### src/rtl/aligned_memory_fill_splitter_core_macros.svh
// ----------------------------------------------------------------------------
// Assertion macros for the aligned memory fill splitter
// Shared property wrappers, clocked on i_clk and disabled in reset.
// ----------------------------------------------------------------------------
`ifndef ALIGNED_MEMORY_FILL_SPLITTER_CORE_MACROS_SVH
`define ALIGNED_MEMORY_FILL_SPLITTER_CORE_MACROS_SVH

// same-cycle implication
`define AMFS_ASSERT_NOW(label, ante, cons, msg) \
    label: assert property (@(posedge i_clk) disable iff (!i_rst_n) \
        (ante) |-> (cons)) else $error(msg);

// next-cycle implication
`define AMFS_ASSERT_NEXT(label, ante, cons, msg) \
    label: assert property (@(posedge i_clk) disable iff (!i_rst_n) \
        (ante) |=> (cons)) else $error(msg);

`endif

### src/rtl/amfs_pkg.sv
// ----------------------------------------------------------------------------
// amfs_pkg
// Types, size codes and helpers shared by the fill splitter modules.
// ----------------------------------------------------------------------------
`default_nettype none

package amfs_pkg;

    localparam logic [1:0] SZ_1 = 2'd0;
    localparam logic [1:0] SZ_2 = 2'd1;
    localparam logic [1:0] SZ_4 = 2'd2;
    localparam logic [1:0] SZ_8 = 2'd3;

    localparam logic [7:0] SMALL_BLOCK_LEN = 8'd32;
    localparam logic [7:0] SHORT_LEN_MAX   = 8'd3;

    typedef struct packed {
        logic       load;
        logic       emit;
        logic [1:0] size;
        logic       last;
    } t_cmd;

    typedef struct packed {
        logic [4:0] addr_lo;
        logic [7:0] rem;
    } t_status;

    function automatic logic [7:0] size_step(input logic [1:0] size);
        logic [7:0] step;
        step = 8'd1 << size;
        return step;
    endfunction

endpackage

`default_nettype wire

### src/rtl/amfs_ctrl.sv
// ----------------------------------------------------------------------------
// amfs_ctrl
// Phase sequencer: picks one store per cycle unless stalled; drives o_valid.
// ----------------------------------------------------------------------------
`default_nettype none

module amfs_ctrl
    import amfs_pkg::*;
(
    input  wire logic       i_clk,
    input  wire logic       i_rst_n,
    input  wire logic       i_valid,
    input  wire logic [7:0] i_fill_length,
    input  wire logic       i_stall,
    input  wire t_status    i_status,
    output t_cmd            o_cmd,
    output logic            o_busy,
    output logic            o_valid
);

    typedef enum logic [2:0] {
        ST_IDLE,
        ST_SHORT,
        ST_HEAD,
        ST_ALIGN,
        ST_BODY,
        ST_TAIL
    } t_state;

    t_state     r_state, n_state;
    logic       r_out_valid, n_out_valid;
    logic       slot_free;
    logic       emit;
    logic [1:0] size;
    logic       last;

    assign slot_free = !r_out_valid || !i_stall;

    always_comb begin
        n_state = r_state;
        emit    = 1'b0;
        size    = SZ_1;
        case (r_state)
            ST_IDLE: begin
                if (i_valid) begin
                    if (i_fill_length == 8'd0) begin
                        n_state = ST_IDLE;
                    end else if (i_fill_length <= SHORT_LEN_MAX) begin
                        n_state = ST_SHORT;
                    end else begin
                        n_state = ST_HEAD;
                    end
                end
            end
            ST_SHORT: begin
                if (slot_free) begin
                    emit = 1'b1;
                    size = SZ_1;
                end
            end
            ST_HEAD: begin
                if (slot_free) begin
                    if (i_status.addr_lo[0]) begin
                        emit = 1'b1;
                        size = SZ_1;
                    end else if (i_status.addr_lo[1]) begin
                        emit = 1'b1;
                        size = SZ_2;
                    end else if (i_status.rem >= 8'd4 && i_status.addr_lo[2]) begin
                        emit = 1'b1;
                        size = SZ_4;
                    end else if (i_status.rem >= SMALL_BLOCK_LEN) begin
                        n_state = ST_ALIGN;
                    end else begin
                        n_state = ST_BODY;
                    end
                end
            end
            ST_ALIGN: begin
                if (slot_free) begin
                    if (i_status.addr_lo[4:3] != 2'b00) begin
                        emit = 1'b1;
                        size = SZ_8;
                    end else begin
                        n_state = ST_BODY;
                    end
                end
            end
            ST_BODY: begin
                if (slot_free) begin
                    if (i_status.rem >= 8'd8) begin
                        emit = 1'b1;
                        size = SZ_8;
                    end else begin
                        n_state = ST_TAIL;
                    end
                end
            end
            ST_TAIL: begin
                if (slot_free) begin
                    if (i_status.rem[2]) begin
                        emit = 1'b1;
                        size = SZ_4;
                    end else if (i_status.rem[1]) begin
                        emit = 1'b1;
                        size = SZ_2;
                    end else if (i_status.rem[0]) begin
                        emit = 1'b1;
                        size = SZ_1;
                    end else begin
                        n_state = ST_IDLE;
                    end
                end
            end
            default: begin
                n_state = ST_IDLE;
            end
        endcase

        last        = emit && (i_status.rem == size_step(size));
        n_out_valid = r_out_valid && i_stall;
        if (emit) begin
            n_out_valid = 1'b1;
        end
        if (last) begin
            n_state = ST_IDLE;
        end
    end

    always_ff @(posedge i_clk) begin
        if (!i_rst_n) begin
            r_state     <= ST_IDLE;
            r_out_valid <= 1'b0;
        end else begin
            r_state     <= n_state;
            r_out_valid <= n_out_valid;
        end
    end

    assign o_cmd.load = i_valid && (r_state == ST_IDLE);
    assign o_cmd.emit = emit;
    assign o_cmd.size = size;
    assign o_cmd.last = last;
    assign o_busy     = (r_state != ST_IDLE);
    assign o_valid    = r_out_valid;

endmodule

`default_nettype wire

### src/rtl/amfs_dp.sv
// ----------------------------------------------------------------------------
// amfs_dp
// Address and byte-count registers, store step, and output store register.
// ----------------------------------------------------------------------------
`default_nettype none

module amfs_dp
    import amfs_pkg::*;
(
    input  wire logic        i_clk,
    input  wire logic [31:0] i_start_address,
    input  wire logic [7:0]  i_fill_length,
    input  wire logic [7:0]  i_fill_byte,
    input  wire t_cmd        i_cmd,
    output t_status          o_status,
    output logic [31:0]      o_store_address,
    output logic [1:0]       o_store_size,
    output logic [7:0]       o_store_byte,
    output logic             o_last_store
);

    logic [31:0] r_addr;
    logic [7:0]  r_rem;
    logic [7:0]  r_byte;
    logic [31:0] r_out_addr;
    logic [1:0]  r_out_size;
    logic [7:0]  r_out_byte;
    logic        r_out_last;
    logic [7:0]  step;

    assign step = size_step(i_cmd.size);

    always_ff @(posedge i_clk) begin
        if (i_cmd.load) begin
            r_addr <= i_start_address;
            r_rem  <= i_fill_length;
            r_byte <= i_fill_byte;
        end else if (i_cmd.emit) begin
            r_addr     <= r_addr + {24'd0, step};
            r_rem      <= r_rem - step;
            r_out_addr <= r_addr;
            r_out_size <= i_cmd.size;
            r_out_byte <= r_byte;
            r_out_last <= i_cmd.last;
        end
    end

    assign o_status.addr_lo = r_addr[4:0];
    assign o_status.rem     = r_rem;
    assign o_store_address  = r_out_addr;
    assign o_store_size     = r_out_size;
    assign o_store_byte     = r_out_byte;
    assign o_last_store     = r_out_last;

endmodule

`default_nettype wire

### src/rtl/aligned_memory_fill_splitter_core.sv
// ----------------------------------------------------------------------------
// aligned_memory_fill_splitter_core
// Splits one fill request into naturally aligned 1/2/4/8-byte stores.
// ----------------------------------------------------------------------------
// A request is taken only while the block is idle (o_stall low). Stores then
// leave one per cycle through a single output register while i_stall is low;
// a phase change in the sequencer (head alignment to 8-byte alignment, to
// body, to tail) is a step without a store. A zero-length request is taken
// and gives nothing. The next request is taken in the cycle after the last
// store enters the output register, while that store is still waiting.
`default_nettype none

module aligned_memory_fill_splitter_core
    import amfs_pkg::*;
(
    input  wire logic        i_clk,
    input  wire logic        i_rst_n,
    input  wire logic        i_valid,
    output logic             o_stall,
    input  wire logic [31:0] i_start_address,
    input  wire logic [7:0]  i_fill_length,
    input  wire logic [7:0]  i_fill_byte,
    output logic             o_valid,
    input  wire logic        i_stall,
    output logic [31:0]      o_store_address,
    output logic [1:0]       o_store_size,
    output logic [7:0]       o_store_byte,
    output logic             o_last_store
);

`include "aligned_memory_fill_splitter_core_macros.svh"

    t_cmd    cmd;
    t_status status;
    logic    busy;
    logic    start_fill;
    logic    idle_out;
    logic    wide_out;
    logic    store_aligned;

    amfs_ctrl u_ctrl (
        .i_clk         (i_clk),
        .i_rst_n       (i_rst_n),
        .i_valid       (i_valid),
        .i_fill_length (i_fill_length),
        .i_stall       (i_stall),
        .i_status      (status),
        .o_cmd         (cmd),
        .o_busy        (busy),
        .o_valid       (o_valid)
    );

    amfs_dp u_dp (
        .i_clk           (i_clk),
        .i_start_address (i_start_address),
        .i_fill_length   (i_fill_length),
        .i_fill_byte     (i_fill_byte),
        .i_cmd           (cmd),
        .o_status        (status),
        .o_store_address (o_store_address),
        .o_store_size    (o_store_size),
        .o_store_byte    (o_store_byte),
        .o_last_store    (o_last_store)
    );

    assign o_stall = busy;

    assign start_fill    = i_valid && !o_stall && (i_fill_length != 8'd0);
    assign idle_out      = o_valid && !o_stall;
    assign wide_out      = o_valid && (o_store_size != SZ_1);
    assign store_aligned = (o_store_size == SZ_2 && o_store_address[0] == 1'b0)
                        || (o_store_size == SZ_4 && o_store_address[1:0] == 2'b00)
                        || (o_store_size == SZ_8 && o_store_address[2:0] == 3'b000);

    `AMFS_ASSERT_NEXT(a_busy_after_load, start_fill, o_stall, "non-empty request did not start")
    `AMFS_ASSERT_NOW(a_idle_only_on_last, idle_out, o_last_store, "non-final store while idle")
    `AMFS_ASSERT_NOW(a_store_aligned, wide_out, store_aligned, "misaligned store")

endmodule

`default_nettype wire

### config.mk
export PLATFORM = sky130hd
export DESIGN_NAME = aligned_memory_fill_splitter_core
export DESIGN_NICKNAME = d
export VERILOG_FILES = /design/src/rtl/amfs_pkg.sv /design/src/rtl/amfs_ctrl.sv /design/src/rtl/amfs_dp.sv /design/src/rtl/aligned_memory_fill_splitter_core.sv
export VERILOG_INCLUDE_DIRS = /design/src /design/src/rtl
export SDC_FILE = /design/constraint.sdc
export NUM_CORES = 1
export LEC_CHECK = 0
export BUFFER_PORTS_ARGS = -buffer_cell sky130_fd_sc_hd__clkbuf_2
export CAP_MARGIN = 20
export CORE_MARGIN = 2
export CORE_UTILIZATION = 51
export CTS_BUF_LIST = sky130_fd_sc_hd__clkbuf_2
export DETAILED_ROUTE_END_ITERATION = 12
export GPL_TIMING_DRIVEN = 0
export PLACE_DENSITY = 0.85
export REMOVE_ABC_BUFFERS = 1
export SYNTH_ARGS = -nofsm -noshare
export SYNTH_HDL_FRONTEND = slang
export SYNTH_SLANG_ARGS = --single-unit
### constraint.sdc
create_clock -name i_clk -period 4 [get_ports i_clk]
set_input_delay 1.2 -clock i_clk [delete_from_list [all_inputs] [get_ports i_clk]]
set_output_delay 1.2 -clock i_clk [all_outputs]
set_load 0.005 [all_outputs]
# Word level (Yosys, flattened, before mapping)
# Cells that the tools add are included.
# Widths: inputs -> output; s select.
[totals] ff_bits=95 in_bits=52 out_inout_bits=45 word_cells=101
[classes] n_addsub=2 magnitude_cmp=4 eq_ne=19 shift=1 mux=48 bitwise_logic=3 n_reduce_logical=15
[ops] cell="$mux 32" n=2
[ops] cell="$mux 3" n=15
[ops] cell="$add 32x8->32" n=1
[ops] cell="$mux 2" n=11
[ops] cell="$ne 2x2->1 const B" n=9
[ops] cell="$pmux 3 s6" n=1
[ops] cell="$mux 8" n=2
[ops] cell="$mux 1" n=15
[ops] cell="$reduce_and 14->1" n=1
[ops] cell="$eq 8x8->1" n=1
[ops] cell="$ge 8x3->1 const B" n=1
[ops] cell="$ge 8x4->1 const B" n=1
[ops] cell="$ge 8x6->1 const B" n=1
[ops] cell="$le 8x2->1 const B" n=1
[ops] cell="$logic_not 8->1" n=1
[ops] cell="$ne 2x1->1 const B" n=4
[ops] cell="$pmux 2 s4" n=1
[ops] cell="$shl 1x2->8 const A" n=1
[ops] cell="$sub 8x8->8" n=1
[ops] cell="$eq 3x2->1 const B" n=2
[ops] cell="$eq 3x3->1 const B" n=2
[ops] cell="$pmux 1 s5" n=1
[ops] cell="$logic_and 1x1->1" n=4
[ops] cell="$reduce_bool 2->1" n=2
[ops] cell="8 further kinds" n=11

# Logic depth before layout (Yosys ltp)
[depth] depth_word=11 mapped_depth=16 mapped_depth_nobuf=15

# Modules after synthesis
# Synthesis repeated with hierarchy kept, for this count alone.
[hier_totals] hier_cells=406 area_unflattened_um2=4942.2
[modules_own_cells] mod="amfs_dp" instances=1 cells_each=319 area_each_um2=4327.9 seq_area_each_um2=2732.6
[modules_own_cells] mod="amfs_ctrl" instances=1 cells_each=87 area_each_um2=614.3 seq_area_each_um2=80.1

# Worst setup path before layout
# OpenSTA, ideal clock, no wires.
[synth_timing] path_type="input to register" from="in i_stall" to="reg u_dp.r_addr[28], data pin" setup_ns=0.270 t_arrival_ns=3.706 t_required_ns=3.730 setup_slack_ns=0.024 path_stages=14 n_path_buf=0 cell_sequence="and2_1 -> nor2_1 -> a32oi_1 -> inv_1 -> nor2_1 -> ha_1 -> inv_1 -> fa_1 -> nor2b_1 -> o31ai_1 -> nor3_1 -> nand4_1 -> xor2_1 -> a21oi_1"
[synth_via] elab_chain_len=8 elab_cells_between_ends=11 cone_classes="add/sub (1); shift (1); mux (7); reduce/logical (2)"
[synth_lines] element="start: declaration" line_no="aligned_memory_fill_splitter_core.sv:24" text="input wire logic i_stall,"
[synth_lines] element="$logic_not 1->1 *" line_no="amfs_ctrl.sv:37" text="assign slot_free = !r_out_valid || !i_stall;"
[synth_lines] element="$logic_or 1x1->1 *" line_no="amfs_ctrl.sv:37"
[synth_lines] element="$mux 2, on equally long branches"
[synth_lines] element="$pmux 2 s4 *" line_no="amfs_ctrl.sv:43" text="case (r_state)"
[synth_lines] element="$shl 1x2->8 *" line_no="amfs_pkg.sv:31" text="step = 8'd1 << size;"
[synth_lines] element="$add 32x8->32 *" line_no="amfs_dp.sv:39" text="r_addr <= r_addr + {24'd0, step};"
[synth_lines] element="$mux 32 *" line_no="amfs_dp.sv:38" text="end else if (i_cmd.emit) begin"
[synth_lines] element="$mux 32 *" line_no="amfs_dp.sv:34" text="if (i_cmd.load) begin"
[synth_lines] element="end signal: assignment" line_no="amfs_dp.sv:35" text="r_addr <= i_start_address;"
[synth_lines] element="end signal: assignment" line_no="amfs_dp.sv:39"
[synth_lines] element="end: declaration" line_no="amfs_dp.sv:22" text="logic [31:0] r_addr;"
# Mark *: on every way between the ends. The rest lies on a longest branch, timed or not. The select of a mux whose other input is x is not followed.
# A chain may end at the register's enable or synchronous reset.

==> flow_summary.ini <==
[outcome]
outcome = finished, final reports clean

[sta]
maxSlewViolCount = 0
tightest_slew_ns = 0.896
min_period_ns = 3.81
max_slew_margin_pct = 40.1
post-route-period-util_pct = 95.3
finClkSkew_ns = 0.0405
finalSetupViolCount = 0
hold_viol = 0
clock.fmax_mhz = 262

[critical_path]
critPathArrivalTime_ns = 4.11
cp_max_fo = 5
endpoint_kind = register
cp-start-kind = register
critical_path_buf_inv_count = 1
critPathRequiredTime_ns = 4.30
critical-path-slowest-cell = edfxtp_1
crit_family = simple AND/OR/NAND/NOR gates
critPathKind = reg2reg
worstPathCellList = or3_4 > or3_1 > a22o_1 > nand2_2 > nand2_1 > nor2_1 > ha_1 > inv_1 > fa_1 > nor2b_2 > o31ai_2 > nor2_2 > nand4_1 > xor2_1 > o21ai_0
cpPeakStageDelay_ns = 0.50

[routing]
drtIter0Drc = 241
wl_per_cell_um = 16.0
drc = 0
vias_per_cell = 5.54
wl_um = 9530
dr.pass1.iters = 5
ant_nets = 0
vias = 3300

[power]
p_switching_mw = 1.78
p_int_mw = 2.73
seq_power_share_pct = 50.6
finalPower_mw = 4.51
p_per_area_nw_per_um2 = 854
swShare_pct = 39.5
combPwrFrac_pct = 39.1
clkPwrFrac_pct = 10.3
p_leak_nw = 2.05
vdd.ir_drop.worst_mv = 0.427

[clock_tree]
cts_tree = yes
cts-buffers-inserted = 9
h-tree-depth = 3
clock-sinks = 95
clkSlewWorstSetupHoldPaths_ns = 0.31
cts_root_buffer = clkbuf_2
clockBufferDepth = 2
clk-insertion-delay-late_ns = 0.56

[run]
drv_cap = 0

[finish]
post-route-util_pct = 61.2
final_layout_size_suffix_gt1_share_pct = 27.3
fin_nets = 545
syn2layout_area_growth_pct = 17.4
diodes = 0

[placed_design]
portBuffers = 96
hpwl_um = 6640
place_congestion = 0.870

[synthesis]
yosysMostFrequentCell = edfxtp_1
synth_seq_cells = 95
syn-cell-area_sq_um = 4500
yosysTopAreaCell = edfxtp_1
async_flop_share_pct = 0
yosysUniqueCellTypes = 46
ys.flop_type = edfxtp_1
synth-seq-area-share_pct = 62.5
synthCells = 382
avgSynthCellArea_sq_um = 11.8
yosysTopAreaCellShare_pct = 60.7
synth_edf_count = 91
yosys_warnings = 0
synth_commonest_cells = 91 x edfxtp_1, 56 x nand2_1, 36 x o21ai_0
synth.area.top_cells = edfxtp_1 61%, nand2_1 4.7%, xor2_1 4.5%

[grt]
grt_pass1_vias = 3245
antenna_found_initial = 0
grt_pass1_wl_um = 15200
track_usage_pct = 20.1
grt.overflow.total = 0
grt_max_degree = 72

[floorplanning]
ios = 97
start_util_pct = 52.1
die_h_um = 98.0
core_area_sq_um = 8640
row_count = 34
die_w_um = 98.0
die-area_sq_um = 9590

[hold_path]
min_path_type = reg2reg
sequential cells by signal, indices dropped and copies added (netlist names):
name / count
u_dp.r_byte: 8
u_dp.o_store_address: 32
u_ctrl.o_valid: 1
u_dp.o_store_byte: 8
u_dp.o_last_store: 1
u_dp.r_rem: 8
u_ctrl.r_state: 3
u_dp.o_store_size: 2
u_dp.r_addr: 32
power by group through the flow:
stage	Clock [mW]	Sequential [mW]	Combinational, mW
global route	0.518	2.34	1.97
detailed placement	0	2.31	1.71
global placement	0	2.30	1.59
floorplan	0	2.25	1.06
finish	0.463	2.28	1.76
CTS	0.477	2.28	1.73
layer usage:
layer	GRT usage, %	share of wire (%)	vias up
met5	0	0	-
met4	8.12	1.5	0
met3	3.72	5.6	15
met2	33.1	49	120
met1	26.4	44	1573
li1	-	-	1592
cell type report:
cell class,count,area [sq um]
fillers,706,3350
clock buffers,9,45.0
inverters,13,48.8
well taps,108,135
multi-input cells,263,1630
repair buffers,101,543
flip-flops and latches,95,2810
clock inverters,7,72.6
logic make-up after synthesis:
| group | after synthesis | share of synthesized area (%) |
|---|---|---|
| buffers and inverters | 24 | 2.00 |
| xor gates and xnor gates | 35 | 6.81 |
| AOI/OAI and AO/OA | 71 | 9.62 |
| muxes | 1 | 0.250 |
| DFF | 95 | 62.5 |
| and+or+nand+nor | 146 | 15.7 |
| adders and majority gates | 10 | 3.11 |
cells in the final DEF, fill, tap and decap left out, drive strengths merged, types with 2 or more instances in the layout:
| master | instances |
|---|---|
| or3 | 4 |
| nor2 | 27 |
| and3 | 6 |
| inv | 17 |
| fa | 2 |
| o21a | 2 |
| nand4 | 9 |
| and2 | 5 |
| xor2 | 23 |
| dfxtp | 4 |
| nor3 | 10 |
| xnor2 | 12 |
| nand2 | 56 |
| o211ai | 2 |
| and4 | 4 |
| a21o | 3 |
| clkbuf | 105 |
| a211o | 2 |
| nor3b | 3 |
| edfxtp | 91 |
| clkinv | 2 |
| buf | 5 |
| nand2b | 3 |
| ha | 8 |
| a21oi | 16 |
| o21ai | 37 |
| nand3 | 11 |
| nor2b | 3 |
worst paths after layout:
path / from / endpoint / slack [ns] / depth (start not counted)
max: u_dp.r_rem[7] / u_dp.r_addr[20] / 0.19 / 15
min: u_dp.r_byte[0] / u_dp.o_store_byte[0] / 0.47 / 0
max reg2reg: u_dp.r_rem[7] / u_dp.r_addr[20] / 0.19 / 15
min reg2reg: u_dp.r_byte[0] / u_dp.o_store_byte[0] / 0.47 / 0
stage by stage:
step	setup WS [ns]	area, sq um	TNS (ns)	hold WS [ns]	std cells
2_1_floorplan	0.0120	4460	0	0.400	371
3_3_place_gp	-0.711	5080	-7.68	0.402	575
3_5_place_dp	-0.789	5100	-9.64	0.405	576
4_1_cts	0.00466	5240	0	0.465	593
5_1_grt	-0.00995	5280	-0.00995	0.477	596
6_report	0.189	5280	0	0.465	596
what timing repair did:
item,CTS,global route
hold buffers,0,0
setup buffers,1,2
pin swaps,1,0
gates resized for setup,3,5
endpoints found under the setup margin,8,11
No activity file was read; power rests on OpenSTA's default activity.
